### config.mk
export PLATFORM = sky130hd
export DESIGN_NAME = lru_page_replacement_flat
export DESIGN_NICKNAME = d
export VERILOG_FILES = /design/src/hdl/lrup_pkg.sv /design/src/hdl/lrup_ifs.sv /design/src/hdl/lrup_ctrl.sv /design/src/hdl/lrup_dp.sv /design/src/hdl/lru_page_replacement.sv /design/src/flat_wrapper.sv
export SDC_FILE = /design/constraint.sdc
export NUM_CORES = 1
export LEC_CHECK = 0
export BUFFER_PORTS_ARGS = -buffer_cell sky130_fd_sc_hd__buf_2
export CAP_MARGIN = 15
export CORE_AREA = 2 2 164 166
export CTS_BUF_LIST = sky130_fd_sc_hd__clkbuf_8
export CTS_CLUSTER_DIAMETER = 150
export DETAILED_ROUTE_END_ITERATION = 10
export DIE_AREA = 0 0 166 168
export PLACE_DENSITY = 0.73
export SYNTH_ARGS = -nofsm -noshare
export SYNTH_HDL_FRONTEND = slang
export SYNTH_SLANG_ARGS = --single-unit
### constraint.sdc
create_clock -name clk -period 4.7 [get_ports clk]
set_input_delay 0.94 -clock clk [delete_from_list [all_inputs] [get_ports clk]]
set_output_delay 0.94 -clock clk [all_outputs]
set_load 0.005 [all_outputs]
### src/hdl/lrup_pkg.sv
`timescale 1ns / 1ps
`default_nettype none
// ----------------------------------------------------------------------------
// lrup_pkg: shared types and constants for the LRU page replacement block
// Field widths, opcodes, reset values and controller/datapath handshake types.
// ----------------------------------------------------------------------------
package lrup_pkg;

	// Default sizing
	localparam int FRAMES_DEF    = 8;
	localparam int PAGE_BITS_DEF = 16;

	// Fixed port field widths
	localparam int CFG_W   = 4;
	localparam int PAGE_W  = 16;
	localparam int IDX_W   = 3;
	localparam int COUNT_W = 16;

	localparam logic [CFG_W-1:0]   ACTIVE_RESET = 4'd8;
	localparam logic [COUNT_W-1:0] COUNT_MAX    = 16'hFFFF;

	// Request opcodes
	localparam logic OP_RESTART = 1'b1;

	// Controller to datapath commands
	typedef struct packed {
		logic load;       // latch request, start scan
		logic scan_step;  // examine one frame
		logic commit;     // update state, write result register
	} lrup_cmd_t;

	// Datapath to controller status
	typedef struct packed {
		logic scan_done;  // hit found or last active frame examined
		logic slot_free;  // result register can take a new result
	} lrup_sts_t;

endpackage
`default_nettype wire

### src/hdl/lrup_ifs.sv
`timescale 1ns / 1ps
`default_nettype none
// ----------------------------------------------------------------------------
// lrup_ifs: request and response stream interfaces
// Valid/ready channels; a transfer happens when valid and ready are both high.
// ----------------------------------------------------------------------------
interface lrup_req_if;
	logic                         valid;
	logic                         ready;
	logic                         opcode;
	logic [lrup_pkg::PAGE_W-1:0]  page_number;

	modport source (output valid, output opcode, output page_number, input ready);
	modport sink   (input valid, input opcode, input page_number, output ready);
endinterface

interface lrup_rsp_if;
	logic                         valid;
	logic                         ready;
	logic                         hit;
	logic [lrup_pkg::IDX_W-1:0]   frame_index;
	logic                         evicted_valid;
	logic [lrup_pkg::PAGE_W-1:0]  evicted_page;
	logic [lrup_pkg::COUNT_W-1:0] fault_count;

	modport source (output valid, output hit, output frame_index, output evicted_valid,
		output evicted_page, output fault_count, input ready);
	modport sink   (input valid, input hit, input frame_index, input evicted_valid,
		input evicted_page, input fault_count, output ready);
endinterface
`default_nettype wire

### src/hdl/lrup_ctrl.sv
`timescale 1ns / 1ps
`default_nettype none
// ----------------------------------------------------------------------------
// lrup_ctrl: sequencing controller
// Accepts one request, steps the frame scan, then commits once the result
// register is free.
// ----------------------------------------------------------------------------
module lrup_ctrl (
	input  wire                 clk,
	input  wire                 arst_n,
	input  wire                 in_valid,
	output logic                in_ready,
	input  lrup_pkg::lrup_sts_t sts,
	output lrup_pkg::lrup_cmd_t cmd
);

	typedef enum logic [1:0] {
		ST_IDLE,
		ST_SCAN,
		ST_UPDATE
	} state_t;

	state_t state_q;
	logic   in_ready_q;

	assign in_ready = in_ready_q;

	// Commands decoded from state
	always_comb begin
		cmd.load      = in_valid && in_ready_q;
		cmd.scan_step = (state_q == ST_SCAN);
		cmd.commit    = (state_q == ST_UPDATE) && sts.slot_free;
	end

	// State and registered ready
	always_ff @(posedge clk or negedge arst_n) begin
		if (!arst_n) begin
			state_q    <= ST_IDLE;
			in_ready_q <= 1'b1;
		end else begin
			case (state_q)
				ST_IDLE: begin
					if (in_valid && in_ready_q) begin
						state_q    <= ST_SCAN;
						in_ready_q <= 1'b0;
					end
				end
				ST_SCAN: begin
					if (sts.scan_done) begin
						state_q <= ST_UPDATE;
					end
				end
				ST_UPDATE: begin
					if (sts.slot_free) begin
						state_q    <= ST_IDLE;
						in_ready_q <= 1'b1;
					end
				end
				default: begin
					state_q    <= ST_IDLE;
					in_ready_q <= 1'b1;
				end
			endcase
		end
	end

	// One request in flight at a time
	a_load_closes_ready: assert property (@(posedge clk) disable iff (!arst_n)
		cmd.load |=> !in_ready_q)
		else $error("ready still high after request transfer");

	a_ready_only_idle: assert property (@(posedge clk) disable iff (!arst_n)
		in_ready_q |-> (state_q == ST_IDLE))
		else $error("ready high outside idle");

endmodule
`default_nettype wire

### src/hdl/lrup_dp.sv
`timescale 1ns / 1ps
`default_nettype none
// ----------------------------------------------------------------------------
// lrup_dp: frame table, recency ranks and result register
// Scans one frame per cycle for a hit, the first empty frame and the oldest
// frame; the commit cycle ages the younger active ranks in parallel and writes the result.
// ----------------------------------------------------------------------------
module lrup_dp #(
	parameter int FRAMES    = lrup_pkg::FRAMES_DEF,
	parameter int PAGE_BITS = lrup_pkg::PAGE_BITS_DEF
) (
	input  wire                           clk,
	input  wire                           arst_n,
	input  wire                           cfg_wr_en,
	input  wire  [lrup_pkg::CFG_W-1:0]    cfg_wr_data,
	input  wire                           in_opcode,
	input  wire  [lrup_pkg::PAGE_W-1:0]   in_page_number,
	input  lrup_pkg::lrup_cmd_t           cmd,
	output lrup_pkg::lrup_sts_t           sts,
	output logic                          out_valid,
	input  wire                           out_ready,
	output logic                          out_hit,
	output logic [lrup_pkg::IDX_W-1:0]    out_frame_index,
	output logic                          out_evicted_valid,
	output logic [lrup_pkg::PAGE_W-1:0]   out_evicted_page,
	output logic [lrup_pkg::COUNT_W-1:0]  out_fault_count
);

	localparam int IW = (FRAMES > 1) ? $clog2(FRAMES) : 1;
	localparam logic [IW-1:0] RANK_MAX = IW'(FRAMES - 1);
	localparam logic [4:0]    FRAMES_5 = 5'(FRAMES);

	// Architectural state
	logic [lrup_pkg::CFG_W-1:0]   active_q;
	logic [FRAMES-1:0]            valid_q;
	logic [IW-1:0]                rank_q [FRAMES];
	logic [PAGE_BITS-1:0]         page_q [FRAMES];
	logic [lrup_pkg::COUNT_W-1:0] fault_q;

	// Request and scan trackers
	logic                 req_restart_q;
	logic [PAGE_BITS-1:0] req_page_q;
	logic [IW-1:0]        idx_q;
	logic                 match_q;
	logic [IW-1:0]        match_f_q;
	logic [IW-1:0]        match_rank_q;
	logic                 empty_q;
	logic [IW-1:0]        empty_f_q;
	logic [IW-1:0]        oldest_rank_q;
	logic [IW-1:0]        oldest_f_q;
	logic [PAGE_BITS-1:0] oldest_page_q;

	// Result register
	logic                         out_valid_q;
	logic                         out_hit_q;
	logic [lrup_pkg::IDX_W-1:0]   out_idx_q;
	logic                         out_ev_valid_q;
	logic [lrup_pkg::PAGE_W-1:0]  out_ev_page_q;
	logic [lrup_pkg::COUNT_W-1:0] out_fault_q;

	logic [IW-1:0]                last_idx;
	logic                         cur_valid;
	logic [IW-1:0]                cur_rank;
	logic [PAGE_BITS-1:0]         cur_page;
	logic                         cur_match;
	logic                         scan_done;
	logic [IW-1:0]                sel_f;
	logic                         age_all;
	logic [IW-1:0]                age_limit;
	logic                         evict;
	logic [lrup_pkg::COUNT_W-1:0] fault_next;
	logic [FRAMES-1:0]            valid_next;
	logic [IW-1:0]                rank_next [FRAMES];
	logic [PAGE_BITS+15:0]        in_page_ext;
	logic [PAGE_BITS+15:0]        ev_page_ext;
	logic [IW+2:0]                sel_f_ext;

	// Last active frame index, active count clamped to 1..FRAMES
	always_comb begin
		if (active_q == '0) begin
			last_idx = '0;
		end else if ({1'b0, active_q} > FRAMES_5) begin
			last_idx = IW'(FRAMES - 1);
		end else begin
			last_idx = IW'(active_q - 4'd1);
		end
	end

	// Current scan frame
	assign cur_valid = valid_q[idx_q];
	assign cur_rank  = rank_q[idx_q];
	assign cur_page  = page_q[idx_q];
	assign cur_match = cur_valid && (cur_page == req_page_q);
	assign scan_done = cur_match || (idx_q == last_idx);

	assign sts.scan_done = scan_done;
	assign sts.slot_free = !out_valid_q || out_ready;

	// Page width adaptation
	assign in_page_ext = {{PAGE_BITS{1'b0}}, in_page_number};
	assign ev_page_ext = {16'h0000, oldest_page_q};
	assign sel_f_ext   = {3'b000, sel_f};

	// Commit decision
	always_comb begin
		evict     = !match_q && !empty_q;
		sel_f     = match_q ? match_f_q : (empty_q ? empty_f_q : oldest_f_q);
		age_all   = !match_q && empty_q;
		age_limit = match_q ? match_rank_q : oldest_rank_q;
		if (req_restart_q) begin
			fault_next = '0;
		end else if (match_q || (fault_q == lrup_pkg::COUNT_MAX)) begin
			fault_next = fault_q;
		end else begin
			fault_next = fault_q + 16'd1;
		end
	end

	// Per-frame rank ageing and valid update
	always_comb begin
		for (int i = 0; i < FRAMES; i++) begin
			valid_next[i] = valid_q[i];
			rank_next[i]  = rank_q[i];
			if (req_restart_q) begin
				valid_next[i] = 1'b0;
				rank_next[i]  = '0;
			end else if (IW'(i) == sel_f) begin
				valid_next[i] = 1'b1;
				rank_next[i]  = '0;
			end else if ((IW'(i) <= last_idx) && valid_q[i]
					&& (age_all || (rank_q[i] < age_limit))
					&& (rank_q[i] != RANK_MAX)) begin
				rank_next[i] = rank_q[i] + IW'(1);
			end
		end
	end

	// Control state, frame status and fault counter
	always_ff @(posedge clk or negedge arst_n) begin
		if (!arst_n) begin
			active_q    <= lrup_pkg::ACTIVE_RESET;
			valid_q     <= '0;
			fault_q     <= '0;
			out_valid_q <= 1'b0;
			for (int i = 0; i < FRAMES; i++) begin
				rank_q[i] <= '0;
			end
		end else begin
			if (cfg_wr_en) begin
				active_q <= cfg_wr_data;
			end
			if (cmd.commit) begin
				valid_q     <= valid_next;
				fault_q     <= fault_next;
				out_valid_q <= 1'b1;
				for (int i = 0; i < FRAMES; i++) begin
					rank_q[i] <= rank_next[i];
				end
			end else if (out_ready) begin
				out_valid_q <= 1'b0;
			end
		end
	end

	// Request latch and scan trackers
	always_ff @(posedge clk) begin
		if (cmd.load) begin
			req_restart_q <= (in_opcode == lrup_pkg::OP_RESTART);
			req_page_q    <= in_page_ext[PAGE_BITS-1:0];
			idx_q         <= '0;
			match_q       <= 1'b0;
			empty_q       <= 1'b0;
			oldest_rank_q <= '0;
			oldest_f_q    <= '0;
			oldest_page_q <= page_q[0];
		end else if (cmd.scan_step) begin
			if (cur_match && !match_q) begin
				match_q      <= 1'b1;
				match_f_q    <= idx_q;
				match_rank_q <= cur_rank;
			end
			if (!cur_valid && !empty_q) begin
				empty_q   <= 1'b1;
				empty_f_q <= idx_q;
			end
			if (cur_rank > oldest_rank_q) begin
				oldest_rank_q <= cur_rank;
				oldest_f_q    <= idx_q;
				oldest_page_q <= cur_page;
			end
			if (!scan_done) begin
				idx_q <= idx_q + IW'(1);
			end
		end
	end

	// Page table write and result payload
	always_ff @(posedge clk) begin
		if (cmd.commit) begin
			if (!req_restart_q && !match_q) begin
				page_q[sel_f] <= req_page_q;
			end
			out_fault_q <= fault_next;
			if (req_restart_q) begin
				out_hit_q      <= 1'b0;
				out_idx_q      <= '0;
				out_ev_valid_q <= 1'b0;
				out_ev_page_q  <= '0;
			end else begin
				out_hit_q      <= match_q;
				out_idx_q      <= sel_f_ext[2:0];
				out_ev_valid_q <= evict;
				out_ev_page_q  <= evict ? ev_page_ext[15:0] : '0;
			end
		end
	end

	assign out_valid         = out_valid_q;
	assign out_hit           = out_hit_q;
	assign out_frame_index   = out_idx_q;
	assign out_evicted_valid = out_ev_valid_q;
	assign out_evicted_page  = out_ev_page_q;
	assign out_fault_count   = out_fault_q;

	// A hit never evicts
	a_hit_no_evict: assert property (@(posedge clk) disable iff (!arst_n)
		out_valid_q |-> !(out_hit_q && out_ev_valid_q))
		else $error("result reports hit and eviction together");

	// Fault count only drops on restart
	a_fault_monotonic: assert property (@(posedge clk) disable iff (!arst_n)
		(cmd.commit && !req_restart_q) |=> (fault_q >= $past(fault_q)))
		else $error("fault count decreased without restart");

	// Frames only empty on restart
	a_valid_monotonic: assert property (@(posedge clk) disable iff (!arst_n)
		(cmd.commit && !req_restart_q) |=> ($countones(valid_q) >= $past($countones(valid_q))))
		else $error("frame emptied without restart");

endmodule
`default_nettype wire

### src/hdl/lru_page_replacement.sv
`timescale 1ns / 1ps
`default_nettype none
// A reference that hits in frame k (from 0) ends its scan at frame k; a miss scans every
//   active frame, and a restart scans no further than a miss does.
// Requests are handled one at a time; the frame scan examines one frame per cycle
//   through a single table read port, and the commit waits for a free result register.
// A result register holds the finished result; a new request is taken while it waits.
// Reset (arst_n low): all frames empty, ranks and fault count zero, active_frames 8.
// ----------------------------------------------------------------------------
// lru_page_replacement: LRU page frame replacement policy
// Fully associative lookup over the active frames with rank-based recency.
// ----------------------------------------------------------------------------
module lru_page_replacement #(
	parameter int FRAMES    = lrup_pkg::FRAMES_DEF,
	parameter int PAGE_BITS = lrup_pkg::PAGE_BITS_DEF
) (
	input  wire                        clk,
	input  wire                        arst_n,
	input  wire                        cfg_wr_en,
	input  wire  [lrup_pkg::CFG_W-1:0] cfg_wr_data,
	lrup_req_if.sink                   req,
	lrup_rsp_if.source                 rsp
);

	lrup_pkg::lrup_cmd_t cmd;
	lrup_pkg::lrup_sts_t sts;

	// Sequencing
	lrup_ctrl u_ctrl (
		.clk      (clk),
		.arst_n   (arst_n),
		.in_valid (req.valid),
		.in_ready (req.ready),
		.sts      (sts),
		.cmd      (cmd)
	);

	// Frame table and result
	lrup_dp #(
		.FRAMES    (FRAMES),
		.PAGE_BITS (PAGE_BITS)
	) u_dp (
		.clk               (clk),
		.arst_n            (arst_n),
		.cfg_wr_en         (cfg_wr_en),
		.cfg_wr_data       (cfg_wr_data),
		.in_opcode         (req.opcode),
		.in_page_number    (req.page_number),
		.cmd               (cmd),
		.sts               (sts),
		.out_valid         (rsp.valid),
		.out_ready         (rsp.ready),
		.out_hit           (rsp.hit),
		.out_frame_index   (rsp.frame_index),
		.out_evicted_valid (rsp.evicted_valid),
		.out_evicted_page  (rsp.evicted_page),
		.out_fault_count   (rsp.fault_count)
	);

endmodule
`default_nettype wire
### src/flat_wrapper.sv
// flat-port wrapper written by rule: the top's interface ports become plain ports
module lru_page_replacement_flat 
#(
	parameter int FRAMES    = lrup_pkg::FRAMES_DEF,
	parameter int PAGE_BITS = lrup_pkg::PAGE_BITS_DEF
)
  (clk, arst_n, cfg_wr_en, cfg_wr_data, req_valid, req_opcode, req_page_number, req_ready, rsp_valid, rsp_hit, rsp_frame_index, rsp_evicted_valid, rsp_evicted_page, rsp_fault_count, rsp_ready);
  lrup_req_if req_i ();
  lrup_rsp_if rsp_i ();
  input  wire clk;
  input  wire arst_n;
  input  wire cfg_wr_en;
  input  wire  [lrup_pkg::CFG_W-1:0] cfg_wr_data;
  input wire logic [$bits(req_i.valid)-1:0] req_valid;
  input wire logic [$bits(req_i.opcode)-1:0] req_opcode;
  input wire logic [$bits(req_i.page_number)-1:0] req_page_number;
  output wire logic [$bits(req_i.ready)-1:0] req_ready;
  output wire logic [$bits(rsp_i.valid)-1:0] rsp_valid;
  output wire logic [$bits(rsp_i.hit)-1:0] rsp_hit;
  output wire logic [$bits(rsp_i.frame_index)-1:0] rsp_frame_index;
  output wire logic [$bits(rsp_i.evicted_valid)-1:0] rsp_evicted_valid;
  output wire logic [$bits(rsp_i.evicted_page)-1:0] rsp_evicted_page;
  output wire logic [$bits(rsp_i.fault_count)-1:0] rsp_fault_count;
  input wire logic [$bits(rsp_i.ready)-1:0] rsp_ready;
  assign req_i.valid = req_valid;
  assign req_i.opcode = req_opcode;
  assign req_i.page_number = req_page_number;
  assign req_ready = req_i.ready;
  assign rsp_valid = rsp_i.valid;
  assign rsp_hit = rsp_i.hit;
  assign rsp_frame_index = rsp_i.frame_index;
  assign rsp_evicted_valid = rsp_i.evicted_valid;
  assign rsp_evicted_page = rsp_i.evicted_page;
  assign rsp_fault_count = rsp_i.fault_count;
  assign rsp_i.ready = rsp_ready;
  lru_page_replacement #(.FRAMES(FRAMES), .PAGE_BITS(PAGE_BITS)) u_core (.clk(clk), .arst_n(arst_n), .cfg_wr_en(cfg_wr_en), .cfg_wr_data(cfg_wr_data), .req(req_i), .rsp(rsp_i));
endmodule
# Yosys cells after proc, flatten, opt, wreduce, memory -nomap -nowiden
# Memory sizes are Yosys's and may differ from the RTL's. A register that Yosys moved wholly into a read port is not among the register bits.
# Index checks and enable logic that the tools add are counted.
# word_totals
mem_bits_rw,128
mem_count,1
register_bits,146
input_bits,26
# mem_list
memory,depth,width,rd,rd_ports_with_merged_regs,wr,line_no,rtl
u_core.u_dp.page_q,8,16,2,1,1,lrup_dp.sv:37,logic [PAGE_BITS-1:0] page_q [FRAMES];
# op_classes
addsub,11
n_lt_le_gt_ge,20
reduce_logical,96
bitwise_logic,5
eq_ne,23
muxes,69
# ops
operator,count
2-to-1 mux 3 bit,33
2-to-1 mux 16 bit,5
AND reduction 2 bit,21
logical AND 1 bit,32
adder 3 x 1 -> 3 bit (second input constant),9
< comparator 3 bit,8
2-to-1 mux 1 bit,24
inequality test 3 bit (second input constant),8
nonzero test 3 bit,8
nonzero test 2 bit,11
adder 16 x 1 -> 16 bit (second input constant),1
== test 16 bit,1
== test 16 bit (second input constant),1
== test 3 bit (first input constant),4
<= comparator 3 bit (first input constant),4
AND reduction 3 bit,4
logical OR 1 bit,11
binary-select mux 3 bit (select 3 bit),1
== test 2 x 3 -> 1 bit (first input constant),2
<= comparator 1 x 3 -> 1 bit (first input constant),2
<= comparator 2 x 3 -> 1 bit (first input constant),2
2-to-1 mux 2 bit,3
case mux 2 bit (3 select lines),1
zero test 1 bit,5
19 further kinds,23

# Longest topological paths before layout
# Gate-level depths: netlist (run 1).
# depth
depth_word,10
mapped_depth,13
mapped_depth_nobuf,11

# By module
# From an unflattened synthesis (run 1), not the netlist that was laid out.
# hier_totals
hier_cells,815
area_unflattened_um2,12195.4
# modules_own_cells
mod,cells_per_inst,seq_area_each_um2,instances,area_each_um2
lrup_dp,799,7823.8,1,12046.6
lrup_ctrl,16,76.3,1,148.9

# Worst setup path after synthesis (run 1)
# OpenSTA, ideal clock, no wires.
# synth_path
path_type,input to register
from,input rsp_ready
to,memory u_core.u_dp.page_q[0][0] (netlist bit) (enable)
t_arrival_ns,3.268
setup_slack_ns,1.002
stages,6
n_path_buf,1
setup_time_ns,0.430
t_required_ns,4.270
path_cell_list,nand2b_1 -> nand2b_1 -> clkinv_1 -> nand2b_1 -> clkbuf_1 -> nor4_1
# synth_via
elab_chain_cells,4
# synth_lines
item,line_no,rtl
from (decl),flat_wrapper.sv:24,input wire logic [$bits(rsp_i.ready)-1:0] rsp_ready;
logical OR 1 bit,lrup_dp.sv:97,assign sts.slot_free = !out_valid_q || out_ready;
logical AND 1 bit,lrup_ctrl.sv:32,cmd.commit = (state_q == ST_UPDATE) && sts.slot_free;
2-to-1 mux 1 bit,lrup_dp.sv:199,if (cmd.commit) begin
2-to-1 mux 1 bit (implied by the code),lrup_dp.sv:201,page_q[sel_f] <= req_page_q;
to (decl),lrup_dp.sv:37,
# Every way passes these cells.

==> key figures, run 1 <==
Status
  – Status: finished, final reports clean

STA
  – Final setup viols: 0
  – Rel. slew slack: 31.7%
  – Worst-margin pin slew: 1.02 ns
  – Hold_ws: 0.427 ns
  – Final Max Slew Viols: 0
  – Period utilization: 76.9%
  – Max Freq: 277 MHz
  – Final TNS setup: 0 ns
  – Worst clock skew: 0.0406 ns
  – Final hold vios: 0
  – RSZ-0062 raised after global routing: false
  – Tmin final: 3.61 ns

Route
  – Remaining antenna violation count: 0
  – First-pass DRT Iterations: 5
  – DR WL/cell: 18.7 um
  – Final wirelength: 25,100 um
  – Vias: 7,492
  – DRT iter0 DRCs: 867
  – Via-per-instance ratio: 5.59
  – Drc violations: 0

Synthesis
  – Async SR Flop Fraction: 20.2%
  – Top cell type's share of synthesized area: 50.5%
  – Most common cell in the netlist: edfxtp_1
  – Synth Register Bits: 277
  – Post-synth top area cell: edfxtp_1
  – Top post-synthesis cells by area: edfxtp_1, dfrtp_1, mux4_2, ha_1, mux2i_1
  – Syn Inst Count: 872
  – Syn Nets: 936
  – Unique masters post-synth: 61
  – Sequential-to-total area share from yosys stat: 64.2%
  – Main synth FF type: edfxtp_1
  – Most frequent cells after synthesis: edfxtp_1, nor2_1, nand2_1, dfrtp_1
  – Syn. warnings: 0
  – Number of flops mapped to enable cells by yosys: 207
  – Avg Synthesized Cell Area: 14.1 um2
  – Cell area after synthesis: 12,300 um2

Place
  – Port Buffer Count: 64
  – Final HPWL DP: 16,300 um
  – Dpl cell area: 13,000 um2
  – RD Place Congestion: 0.835

Power and ir drop
  – Maximum vdd drop: 0.324 mV
  – Pleak: 5.22 nW
  – Power per cell area: 535 nW/um2

Critical path
  – Crit Path Class: flop to flop
  – Worst path required time: 4.92 ns
  – Reg2reg setup slack: 1.09 ns
  – Critical Path Source Type: flop
  – Critical Path AT: 3.83 ns
  – Reg2reg path depth: 9
  – Crit-path max FO: 16
  – CP endpoint kind: flop
  – Setup crit end: u_core.u_dp.match_rank_q[0]$_DFFE_PP_
  – RR Endpoint: u_core.u_dp.match_rank_q[0]$_DFFE_PP_

Clock network
  – CTS clock-pin slew for the worst setup and hold paths: 0.06 ns
  – Clock tree buffer depth: 3
  – Clock insertion delay at the later pin of the skew report: 0.58 ns
  – Resized Gates After CTS: 0
  – CTS tree: yes
  – # Post-CTS Setup Buffers: 0
  – Root Driver: clkbuf_8
  – CTS buffer count: 45
  – Hold Buf Count CTS: 0
  – Clock sinks: 277
  – H-tree depth: 2

Die
  – Die X: 166 um
  – Die height: 168 um
  – Core area: 26,400 um2
  – Die area: 27,900 um2
  – IO Pins: 65
  – Row count: 60
  – Initial Util: 46.7%

Finish
  – Diode count: 0
  – Layout cells sized above 1: 19.7%
  – Filler cells: 2,136
  – Final Instance Area: 13,900 um2
  – Area grow syn2layout: 13.1%
  – Final #Nets: 1,026

GRT
  – Largest net degree at the start of global routing: 70
  – Antenna violations before repair: 0
  – Congestion Overflow GR: 0
  – First-pass GRT wire length: 40,500 um
  – GRT Total Usage: 18.3%
  – Vias in the first global route: 7,372

Flow run
  – Max-Cap Viols: 0

Hold path
  – Hold WC Path Type: input pin to asynchronous set/reset pin
[area by class of cell]
class                   instances  area, um2  area share [%]
flip-flops and latches        277       7900            56.8
multi-input cells             543       4180            30.1
clock buffers                  48        661            4.75
repair buffers                 82        455            3.27
well taps                     341        427            3.07
clock inverters                36        235            1.69
inverters                      13       48.8           0.351
[state kept, by name, indices dropped and copies added (netlist names), 2 cells and up, named ones only]
name / flops
u_core.u_dp.page_q: 128
u_core.u_dp.rank_q: 24
u_core.u_dp.oldest_page_q: 16
u_core.u_dp.match_rank_q: 3
u_core.u_dp.out_frame_index: 3
u_core.u_dp.out_fault_count: 16
u_core.u_dp.oldest_rank_q: 3
u_core.u_dp.valid_q: 8
u_core.u_dp.req_page_q: 16
u_core.u_dp.idx_q: 3
u_core.u_dp.out_evicted_page: 16
u_core.u_dp.empty_f_q: 3
u_core.u_dp.active_q: 4
u_core.u_dp.fault_q: 16
u_core.u_dp.match_f_q: 3
u_core.u_dp.oldest_f_q: 3
u_core.u_ctrl.state_q: 2
[worst min-delay path by stage]
stage | from | endpoint | slack [ns] | cells past startpoint
floorplan | u_core.u_dp.idx_q[2]$_SDFFE_PP0P_ | u_core.u_dp.empty_f_q[2]$_DFFE_PP_ | 0.43 | 0
global placement | u_core.u_ctrl.in_ready$_DFFE_PN1P_ | u_core.u_ctrl.in_ready$_DFFE_PN1P_ | 0.47 | 2
detailed placement | u_core.u_ctrl.in_ready$_DFFE_PN1P_ | u_core.u_ctrl.in_ready$_DFFE_PN1P_ | 0.49 | 2
CTS | arst_n | u_core.u_dp.valid_q[1]$_DFFE_PN0P_ | 0.41 | 1
global route | arst_n | u_core.u_dp.valid_q[1]$_DFFE_PN0P_ | 0.44 | 1
finish | arst_n | u_core.u_dp.valid_q[1]$_DFFE_PN0P_ | 0.43 | 1
[per-stage QoR]
stage	std cells	total power, W	worst slack, ns	utilization (%)
global route	1340	0.00785	0.803	52.8
floorplan	872	0.00485	1.00	-
finish	1340	0.00744	1.09	52.8
detailed placement	1256	0.00544	1.11	49.4
global placement	1256	0.00538	1.24	49.4
CTS	1340	0.00749	1.07	52.8
[cell families after synthesis]
logic type                 synth area share (%)
AOI/OAI and AO/OA                          8.92
buffers and inverters                      1.98
muxes                                      9.71
and+or+nand+nor                            9.02
DFF                                        64.2
xor gates and xnor gates                   2.28
adders and majority gates                  3.86
[cell usage in the layout (no fill, tap or decap), types with 7 or more instances in the layout]
cell / netlist / routed
edfxtp_1: 207 / 207
nor2_1: 68 / 68
nand2_1: 67 / 67
buf_2: 5 / 64
dfrtp_1: 54 / 54
clkbuf_8: 0 / 48
mux2i_1: 38 / 38
ha_1: 38 / 38
a21oi_1: 37 / 37
o21ai_0: 36 / 36
inv_1: 11 / 28
a22o_1: 24 / 24
and2_1: 24 / 24
mux4_2: 23 / 23
xnor2_1: 21 / 21
o21a_1: 19 / 19
nor3_1: 18 / 18
buf_4: 3 / 18
mux2_2: 13 / 13
dfxtp_1: 14 / 13
xor2_1: 11 / 11
a22oi_1: 10 / 10
nor2b_1: 9 / 9
clkinv_1: 2 / 8
o31ai_1: 8 / 8
nor4_2: 3 / 7
nand3_1: 7 / 7
[routing by layer]
metal / vias to the layer above / GRT usage [%] / wire length (um)
met5: - / 0 / 0
met3: 44 / 3.08 / 1460
met2: 245 / 28.7 / 11600
li1: 3497 / - / -
met4: 0 / 6.05 / 541
met1: 3706 / 26.2 / 11500
[worst max-delay path: stages, from the launching register on]
cell	delay [ns]
dfxtp_1	0.94
buf_4	0.33
nor2b_1	0.26
a22o_1	0.19
nor2_1	0.06
xor2_1	0.15
nor3_1	0.35
nand3_2	0.26
or2_1	0.30
nor3_2	0.41
[report_power, final]
| part | leakage [nW] | internal [W] | switching, W |
|---|---|---|---|
| sequential | 2.75 | 0.00312 | 0.000378 |
| clock | 0.519 | 0.00107 | 0.000960 |
| combinational | 1.94 | 0.000819 | 0.00109 |
No activity file was read; power rests on OpenSTA's default activity.
==> run 2, diff against run 1 <==
Settings changed: ABC_AREA set to 1, CORE_AREA 2 2 164 166 to 2 2 167 169, DIE_AREA 0 0 166 168 to 0 0 169 171, PLACE_DENSITY 0.73 to 0.76.
Clock period 4.7 ns to 3 ns, I/O delays scaled along.
==> run 2 against run 1 <==
  * Synthesized area is 4.4% higher
  * First-iteration DRC count grew 2.1%
  * Core utilization is 0.43 points higher
  * Cell area increased by 4.5%
  * Clock-buffer cell count unchanged
  * Fmax rose by 31%
  * Critical path depth grew 1
  * Routed wire length is 16% higher
  * Flip-flop and latch count stayed put
  * Via count increased by 28%
  * Clock skew is 0.018 ns lower
==> key figures, run 2 <==
STA
  – Final setup viols: 0 (unchanged)
  – Tmin final: 2.75 ns (-0.865 ns)
  – RSZ-0062 raised after global routing: false
  – Hold_ws: 0.223 ns (-0.204 ns)
  – Final hold vios: 0 (unchanged)
  – Period utilization: 91.6% (+15 points)
  – Rel. slew slack: 51.3% (+20 points)
  – Final Max Slew Viols: 0 (unchanged)
  – Worst-margin pin slew: 0.728 ns (-0.296 ns)
  – Max Freq: 364 MHz (+31%)
  – Worst clock skew: 0.0226 ns (-0.0180 ns)

Route
  – Final wirelength: 29,100 um (+16%)
  – Vias: 9,602 (+28%)
  – First-pass DRT Iterations: 5 (unchanged)
  – DRT iter0 DRCs: 885 (+2.1%)
  – Via-per-instance ratio: 5.26 (-6.0%)
  – Remaining antenna violation count: 0 (unchanged)
  – DR WL/cell: 15.9 um (-15%)
  – Drc violations: 0 (unchanged)

Critical path
  – Critical Path AT: 2.97 ns (-0.86 ns)
  – Crit-path max FO: 16 (unchanged)
  – Worst path max stage delay: 0.62 ns (-0.32 ns)
  – Crit path max-delay cell type: nor2_1
  – Crit-path leading delay family: simple AND/OR/NAND/NOR gates
  – Critical Path Source Type: flop
  – CP dominant cell by count: nand2_1
  – Worst path required time: 3.22 ns (-1.70 ns)
  – Reg2reg setup slack: 0.25 ns (-0.83 ns)
  – Crit Path Class: flop to flop
  – CP endpoint kind: flop
  – Crit path buf inv count: 3 (+2)
  – CP Cell Sequence: nor2_1, a221oi_1, inv_1, nand3_1, nand2_1, nand2_1, inv_1, nand2_1, nor2_1, buf_4

Place
  – Port Buffer Count: 64 (unchanged)
  – Final HPWL DP: 19,200 um (+18%)
  – RD Place Congestion: 0.993 (+19%)
  – Placed insts: 1,739 (+38%)

Synthesis
  – Most frequent cells after synthesis: nand2_1, edfxtp_1, inv_1, nor2_1, nand3_1
  – Avg Synthesized Cell Area: 9.59 um2 (-32%)
  – Main synth FF type: edfxtp_1
  – Async SR Flop Fraction: 20.2% (unchanged)
  – Synth Register Bits: 277 (unchanged)
  – Top cell type's share of synthesized area: 48.4% (-2.1 points)
  – Most common cell in the netlist: nand2_1
  – Syn Nets: 1,403 (+50%)
  – Syn. warnings: 0 (unchanged)
  – Sequential-to-total area share from yosys stat: 61.5% (-2.7 points)
  – Top post-synthesis cells by area: edfxtp_1, nand2_1, dfrtp_1, inv_1, nand3_1
  – Unique masters post-synth: 40 (-34%)
  – Syn Inst Count: 1,339 (+54%)
  – Post-synth top area cell: edfxtp_1
  – Number of flops mapped to enable cells by yosys: 207 (unchanged)
  – Cell area after synthesis: 12,800 um2 (+4.4%)

GRT
  – Largest net degree at the start of global routing: 72 (+2.9%)
  – Antenna violations before repair: 0 (unchanged)
  – GRT Total Usage: 19.9% (+1.6 points)
  – Congestion Overflow GR: 0 (unchanged)
  – Vias in the first global route: 9,029 (+22%)
  – First-pass GRT wire length: 45,600 um (+13%)

Clock network
  – CTS tree: yes
  – CTS buffer count: 46 (+2.2%)
  – Root Driver: clkbuf_8
  – H-tree depth: 2 (unchanged)
  – Clock insertion delay at the later pin of the skew report: 0.56 ns (-0.02 ns)
  – Clock sinks: 277 (unchanged)
  – CTS clock-pin slew for the worst setup and hold paths: 0.07 ns (about the same)
  – Clock tree buffer depth: 3 (unchanged)

Finish
  – Most flop-heavy register: u_core.u_dp.page_q
  – Layout Cells excl Fill: 1,827 (+36%)
  – Filler cells: 2,371 (+11%)
  – Area grow syn2layout: 13.2%
  – Commonest non-fill, non-tap cell in the layout: nand2_1
  – Final #Nets: 1,508 (+47%)
  – Diode count: 0 (unchanged)
  – Most frequent cells in the layout: nand2_1, edfxtp_1, inv_1
  – Largest registers: u_core.u_dp.page_q x128, u_core.u_dp.rank_q x24
  – Layout cells sized above 1: 11.6% (-8.1 points)
  – Max reg flops: 128 (unchanged)

Power and ir drop
  – Total power: 0.0131 W (+76%)
  – Maximum vdd drop: 0.452 mV (+39%)
  – Power per cell area: 902 nW/um2 (+69%)
  – Pleak: 6.41 nW (+23%)

Die
  – Core area: 27,300 um2 (+3.7%)
  – IO Pins: 65 (unchanged)
  – Die height: 171 um (+1.8%)
  – Row count: 61 (+1.7%)
  – Die area: 28,900 um2 (+3.6%)
  – Initial Util: 47.0% (+0.32 points)
  – Die X: 169 um (+1.8%)

Hold path
  – Hold WC Path Type: input pin to flop

Flow run
  – Max-Cap Viols: 0 (unchanged)

Status
  – Status: finished, final reports clean
run 2: cells by family (layout without fill, tap and decap cells):
kind of cell,count (synthesis),after routing,share of synthesized area [%]
XOR/XNOR,8,8,0.546
buffers and inverters,218,360,6.90
adder cells (fa/ha/maj),38,38,3.70
flip-flops,277,277,61.5
AND/OR/NAND/NOR,623,623,20.1
AO/OA/AOI/OAI,175,175,7.24
run 2: path summary, 6_finish.rpt:
| check | end | depth (start not counted) | from |
|---|---|---|---|
| worst min register to register | u_core.u_dp.valid_q[3]$_DFFE_PN0P_ | 2 | u_core.u_dp.valid_q[3]$_DFFE_PN0P_ |
| min in group asynchronous | u_core.u_dp.fault_q[3]$_DFFE_PN0P_ | 2 | arst_n |
| max in group asynchronous | u_core.u_dp.active_q[3]$_DFFE_PN1P_ | 3 | arst_n |
| worst max register to register | u_core.u_dp.page_q[6][8]$_DFFE_PP_ | 10 | u_core.u_dp.match_q$_SDFFE_PP0P_ |
| worst max-delay path | u_core.u_dp.page_q[6][8]$_DFFE_PP_ | 10 | u_core.u_dp.match_q$_SDFFE_PP0P_ |
| worst min-delay path | u_core.u_dp.req_page_q[9]$_DFFE_PP_ | 1 | req_page_number[9] |
run 2: where the power goes:
part | total (W) | switching [W] | internal [W]
clock network | 0.00305 | 0.00148 | 0.00158
registers | 0.00555 | 0.000456 | 0.00509
logic | 0.00451 | 0.00305 | 0.00146
run 2: per-layer routing:
metal,routed length (um),vias to the layer above,global-route usage (%)
li1,-,4669,-
met5,0,-,0
met1,12600,4502,26.3
met2,13600,371,33.4
met3,2180,60,3.35
met4,754,0,7.17
run 2: cell type report:
class / instances / area, um2 / share of cell area (%)
Clock buffer: 48 / 661 / 4.54
Clock inverter: 37 / 185 / 1.27
Inverter: 177 / 668 / 4.59
Multi-Input combinational cell: 844 / 4070 / 28.0
Sequential cell: 277 / 7900 / 54.3
Tap cell: 346 / 433 / 2.98
Timing Repair Buffer: 97 / 621 / 4.27
Timing Repair inverter: 1 / 5.00 / 0.0344
run 2: metrics by stage:
stage	setup WS, ns	TNS [ns]	instance area [um2]	util [%]
after detailed placement	-0.0213	-0.328	13700	50.0
after CTS	0.187	0	14500	53.1
after global routing	0.0310	0	14500	53.2
after floorplan	0.113	0	12800	-
after global placement	0.142	0	13700	50.0
final	0.252	0	14500	53.2
run 2: timing repair:
action | 4_1_cts | 5_1_grt
resized for setup | 1 | 3
setup endpoints to repair | 16 | 20
buffers inserted | 0 | 1
cloned | 0 | 1
endpoints found under the hold margin | 16 | 0
hold buffers | 1 | 0
